File: src/rtl/kwm_pkg.sv
// Types and constants of the k-way run merge core
package kwm_pkg;

  localparam int MAX_RUNS    = 7;
  localparam int RUN_RECORDS = 7;

  localparam int RUN_W  = 3;
  localparam int KEY_W  = 32;
  localparam int PAY_W  = 32;
  localparam int FILL_W = $clog2(RUN_RECORDS + 1);
  localparam int SLOT_W = (RUN_RECORDS > 1) ? $clog2(RUN_RECORDS) : 1;

  typedef struct packed {
    logic [RUN_W-1:0] run_number;
    logic [KEY_W-1:0] record_key;
    logic [PAY_W-1:0] record_payload;
    logic             load_done;
  } kwm_in_t;

  typedef struct packed {
    logic [KEY_W-1:0] out_key;
    logic [PAY_W-1:0] out_payload;
    logic [RUN_W-1:0] source_run;
    logic             final_record;
  } kwm_out_t;

  // search token passed along the cell row
  typedef struct packed {
    logic             valid;
    logic             found;
    logic [KEY_W-1:0] key;
    logic [PAY_W-1:0] payload;
    logic [RUN_W-1:0] run;
  } kwm_tok_t;

  // broadcast from the controller to every cell
  typedef struct packed {
    logic             load;
    logic             pop;
    logic             clear;
    logic [RUN_W-1:0] sel;
    logic [RUN_W-1:0] active;
    logic [KEY_W-1:0] key;
    logic [PAY_W-1:0] payload;
  } kwm_ctl_t;

endpackage

File: src/rtl/kwm_cell.sv
// One run cell: holds a run as a shift queue and takes part in the head search
module kwm_cell
  import kwm_pkg::*;
(
  input  logic             clk,
  input  logic             rst_n,
  input  logic [RUN_W-1:0] cell_idx,
  input  kwm_ctl_t         ctl,
  input  kwm_tok_t         tok_in,
  output kwm_tok_t         tok_out
);

  logic [KEY_W-1:0]  key_r [RUN_RECORDS];
  logic [PAY_W-1:0]  pay_r [RUN_RECORDS];
  logic [FILL_W-1:0] fill_r, fill_nxt;
  kwm_tok_t          tok_r, tok_nxt;

  logic sel_me, do_load, do_pop, own_ok, take;

  assign sel_me  = (ctl.sel == cell_idx);
  assign do_load = ctl.load && sel_me && (fill_r < FILL_W'(RUN_RECORDS));
  assign do_pop  = ctl.pop && sel_me;
  assign own_ok  = (cell_idx < ctl.active) && (fill_r != '0);
  // strict compare: on a tie the lower run, seen earlier in the row, keeps it
  assign take    = own_ok && (!tok_in.found || (key_r[0] < tok_in.key));

  always_comb begin
    fill_nxt = fill_r;
    if (ctl.clear) begin
      fill_nxt = '0;
    end else if (do_load) begin
      fill_nxt = fill_r + FILL_W'(1);
    end else if (do_pop) begin
      fill_nxt = fill_r - FILL_W'(1);
    end
  end

  always_comb begin
    tok_nxt = tok_in;
    if (tok_in.valid && take) begin
      tok_nxt.found   = 1'b1;
      tok_nxt.key     = key_r[0];
      tok_nxt.payload = pay_r[0];
      tok_nxt.run     = cell_idx;
    end
  end

  always_ff @(posedge clk) begin
    if (!rst_n) begin
      fill_r      <= '0;
      tok_r.valid <= 1'b0;
    end else begin
      fill_r <= fill_nxt;
      tok_r  <= tok_nxt;
    end
  end

  always_ff @(posedge clk) begin
    if (do_load) begin
      key_r[fill_r[SLOT_W-1:0]] <= ctl.key;
      pay_r[fill_r[SLOT_W-1:0]] <= ctl.payload;
    end else if (do_pop) begin
      for (int j = 0; j < RUN_RECORDS - 1; j++) begin
        key_r[j] <= key_r[j+1];
        pay_r[j] <= pay_r[j+1];
      end
    end
  end

  assign tok_out = tok_r;

endmodule

File: config.mk
export PLATFORM = sky130hd
export DESIGN_NAME = kwm_cell
export DESIGN_NICKNAME = d
export VERILOG_FILES = /design/src/rtl/kwm_pkg.sv /design/src/rtl/kwm_cell.sv
export SDC_FILE = /design/constraint.sdc
export NUM_CORES = 1
export LEC_CHECK = 0
export BUFFER_PORTS_ARGS = -buffer_cell sky130_fd_sc_hd__buf_2
export CAP_MARGIN = 20
export CORE_ASPECT_RATIO = 0.9
export CORE_MARGIN = 2
export CORE_UTILIZATION = 41
export DETAILED_ROUTE_END_ITERATION = 12
export GPL_TIMING_DRIVEN = 0
export PLACE_DENSITY = 0.64
export SYNTH_ARGS = -nofsm -noshare
export SYNTH_HDL_FRONTEND = slang
export SYNTH_SLANG_ARGS = --single-unit
File: constraint.sdc
create_clock -name clk -period 6.25 [get_ports clk]
set_input_delay 0.625 -clock clk [delete_from_list [all_inputs] [get_ports clk]]
set_output_delay 0.625 -clock clk [all_outputs]
set_load 0.01 [all_outputs]
==> impl_metrics.yaml <==
timing:
  slew_viol_final: 0
  final_period_minus_worst_setup_slack_ns: 3.70
  final_min_period_over_clock_period_pct: 59.2
  fin_ws_ns: 2.55
  worstMarginPinSlew_ns: 0.977
  rsz_0062_raised_after_global_routing: "false"
  final.setup_skew_ns: 0.0270
  report.final.hold_viol_count: 0
  relSlewSlack_pct: 34.9
  final.setup.tns_ns: 0
  achievable-frequency_mhz: 270
  setup_viol: 0
setup_path:
  cp.arrival_ns: 4.02
  cp_max_fo: 10
  required_ns: 6.57
  setup.worst_path.end_class: "flop"
  cp_slowest_stage_delay_ns: 0.56
  worstPathCellList: "ha_1 -> nand4_1 -> or3_1 -> a21oi_1 -> or3_1 -> buf_6 -> buf_6 -> clkbuf_1 -> nor4_1 -> a211o_1"
  timing_worst_setup_path_type: "flop to flop"
  critPathSlowestCell: "sky130_fd_sc_hd__clkbuf_1"
  worstSetupStartpointType: "flop"
drt:
  ant_nets: 0
  number_of_design_rule_violations_left_after_detail_routing: 0
  drt_pre_antenna_iters: 5
  vias: 16600
  routed_wl_um: 61700
  drt_iter0_markers: 1744
  vias_per_cell: 5.32
  wire_per_inst_um: 19.8
synthesis:
  unique_cell_type_count_in_the_yosys_netlist: 38
  largest_family_of_logic_cells_by_synthesized_area: "simple AND/OR/NAND/NOR gates"
  synthTopCellsByArea: "sky130_fd_sc_hd__edfxtp_1 (68%), sky130_fd_sc_hd__nand2_1 (14%), sky130_fd_sc_hd__a221o_1 (3.0%)"
  yosysWarningCount: 0
  number_of_storage_elements_in_the_synthesis_netlist: 520
  syn-mean-instance-area_um2: 11.3
  synth_edf_count: 516
  synthSimpleGateAreaFrac_pct: 19.6
  synth.top_cell.area_share_pct: 67.5
  synth_area_leader_cell: "sky130_fd_sc_hd__edfxtp_1"
  dominantRegCellSynth: "sky130_fd_sc_hd__edfxtp_1"
  synthesis.nets: 2204
  synth_xor_xnor_area_share_pct: 0.191
  synth_async_sr_flop_share_pct: 0
  synth_seq_area_share_pct: 67.9
  post_synth_inst_count: 2023
  yosys.area_share.adder_pct: 1.89
  synth.area.mux_share_pct: 0.0436
  synth_area_um2: 23000
  synthesized_area_fraction_occupied_by_ao_oa_aoi_and_oai_cells_pct: 6.49
clock_tree:
  postCtsSetupBuffers: 0
  cts-htree-levels: 2
  numCtsBuffers: 55
  cts_hold_buf: 0
  clock_tree.buffer_depth: 3
  cts-root-buf: "sky130_fd_sc_hd__clkbuf_16"
  post_cts.resized_instances: 0
  worstSkewPairLatency_ns: 0.60
  clkSinkCount: 520
  cts_tree: "done"
  cts.clk_slew.worst_paths_ns: 0.06
floorplanning:
  die_height_um: 228
  core-area_um2: 55500
  top_level_ports: 216
  dieWidth_um: 253
  fp.dieArea_um2: 57900
  std_cell_rows: 82
  floorplan.initialDensity_pct: 41.4
cells_and_area:
  areaGrowthSynthToFinish_pct: 19.3
  area.sequential_um2: 15600
  multi_input_comb_area_um2: 6560
  post_route_cells_drive_above_1_share_pct: 14.4
  finish.net_count: 2497
  nFillCells: 4896
min_path:
  worst_hold_path_type: "input port to flop"
pwr:
  combinationalPowerShare_pct: 8.1
  static-leakage-power_nw: 10.6
  power_frac_clock_pct: 41.4
  power_per_cell_area_nw_per_um2: 289
  power_switching_mw: 1.78
  ir_worst_vdd_mv: 0.220
  p_int_mw: 6.13
  sequentialPowerShare_pct: 50.5
  sw_frac_of_total_pct: 22.5
grt:
  grt_use_total_pct: 21.1
  antenna_violations_before_repair: 11
  grt-ovfl-total: 0
  maximum_number_of_pins_on_one_net_before_global_route_repair: 41
  via_count_of_the_first_global_routing_pass: 16400
  grt_first_pass_wirelength_um: 93600
placement:
  dpl_worst_slack_ns: 1.88
  finalWeightedCongestion: 0.843
  port_buffers: 214
  hpwlAfterDp_um: 44500
status:
  status: "finished clean"
flow_run:
  max_cap_check_violation_count: 0
==> worst max-delay path, delay by kind of cell (launching register included) <==
family,cells,cell delay [ns]
AO/OA/AOI/OAI,2,0.61
adder cells (fa/ha/maj),1,0.34
buffers and inverters,3,0.98
flip-flops,1,0.45
AND/OR/NAND/NOR,4,1.02
==> synth_stat cells (2+ instances only) <==
cell type and count:
sky130_fd_sc_hd__nand2b_1 5, sky130_fd_sc_hd__inv_1 103, sky130_fd_sc_hd__nand3_1 7, sky130_fd_sc_hd__xor2_1 3, sky130_fd_sc_hd__buf_1 2, sky130_fd_sc_hd__dfxtp_1 4
sky130_fd_sc_hd__nor4_1 67, sky130_fd_sc_hd__nand2_1 840, sky130_fd_sc_hd__edfxtp_1 516, sky130_fd_sc_hd__a221o_1 68, sky130_fd_sc_hd__ha_1 33, sky130_fd_sc_hd__clkbuf_1 102
sky130_fd_sc_hd__nor2_1 6, sky130_fd_sc_hd__buf_6 9, sky130_fd_sc_hd__a21o_1 3, sky130_fd_sc_hd__buf_2 3, sky130_fd_sc_hd__nor3_1 69, sky130_fd_sc_hd__xnor2_1 2
sky130_fd_sc_hd__and2_1 69, sky130_fd_sc_hd__nand4_1 5, sky130_fd_sc_hd__or3_1 2, sky130_fd_sc_hd__o21ai_0 7, sky130_fd_sc_hd__a21oi_1 16, sky130_fd_sc_hd__a211o_1 68
==> power by group through the flow <==
stage	sequential, mW	clock (mW)	combinational [mW]
global placement	4.08	0	0.581
detailed placement	4.06	0	0.638
finish	3.99	3.28	0.641
global route	4.00	3.46	0.705
floorplan	4.08	0	0.337
CTS	3.99	3.33	0.641
==> cells by family after synthesis <==
kind of cell,after synthesis
simple gates,1074
xor+xnor,5
fa+ha+maj,34
flops,520
compound gates,170
buf+inv,219
mux,1
==> worst paths after layout <==
path / start / to / slack, ns / cells after the start
min reg2reg: pay_r[3][28] / pay_r[2][28] / 0.51 / 2
max: key_r[0][31] / tok_out[16] / 2.55 / 10
min: tok_in[68] / tok_out[68] / 0.25 / 2
max reg2reg: key_r[0][31] / tok_out[16] / 2.55 / 10
==> layout by cell type, fill, tap and decap left out, types with 15 or more instances in the layout <==
master,n
sky130_fd_sc_hd__buf_2,216
sky130_fd_sc_hd__nand2_1,840
sky130_fd_sc_hd__and2_1,69
sky130_fd_sc_hd__clkbuf_1,111
sky130_fd_sc_hd__nor4_1,67
sky130_fd_sc_hd__a211o_1,68
sky130_fd_sc_hd__buf_16,15
sky130_fd_sc_hd__inv_1,103
sky130_fd_sc_hd__clkbuf_16,55
sky130_fd_sc_hd__edfxtp_1,516
sky130_fd_sc_hd__nor3_1,69
sky130_fd_sc_hd__ha_1,33
sky130_fd_sc_hd__a221o_1,68
==> final cells by class <==
type | count | area share (%)
diodes | 4 | 0.0365
plain buffers | 116 | 1.85
clock buffers | 64 | 5.15
clock inverters | 34 | 1.38
inverters | 103 | 1.41
multi-input cells | 1284 | 23.9
flip-flops and latches | 520 | 56.9
well taps | 756 | 3.45
repair buffers | 236 | 5.91
==> sequential cells by signal (all words and copies together), names as in the netlist <==
register and count:
key_r 224, fill_r 3, tok_out 69, pay_r 224
==> stage by stage <==
step	total power [mW]	area (um2)	hold WS, ns	std cells	util, %
4_1_cts	7.96	27400	0.219	3113	49.3
2_1_floorplan	4.42	23000	0.492	2023	-
5_1_grt	8.16	27400	0.233	3115	49.3
6_report	7.91	27400	0.252	3117	49.3
3_5_place_dp	4.70	25600	0.499	3015	46.1
3_3_place_gp	4.66	25000	0.494	2993	45.0
==> per-layer routing <==
layer	global-route usage, %	up-vias	wire (um)	part of all wire, %
met4	7.86	10	1950	3.2
met5	0	-	47	0.076
met2	34.2	636	28800	47
met1	28.7	8099	26400	43
met3	3.42	122	4570	7.4
li1	-	7702	-	-
Note: power is estimated with default switching activity, not from simulation.
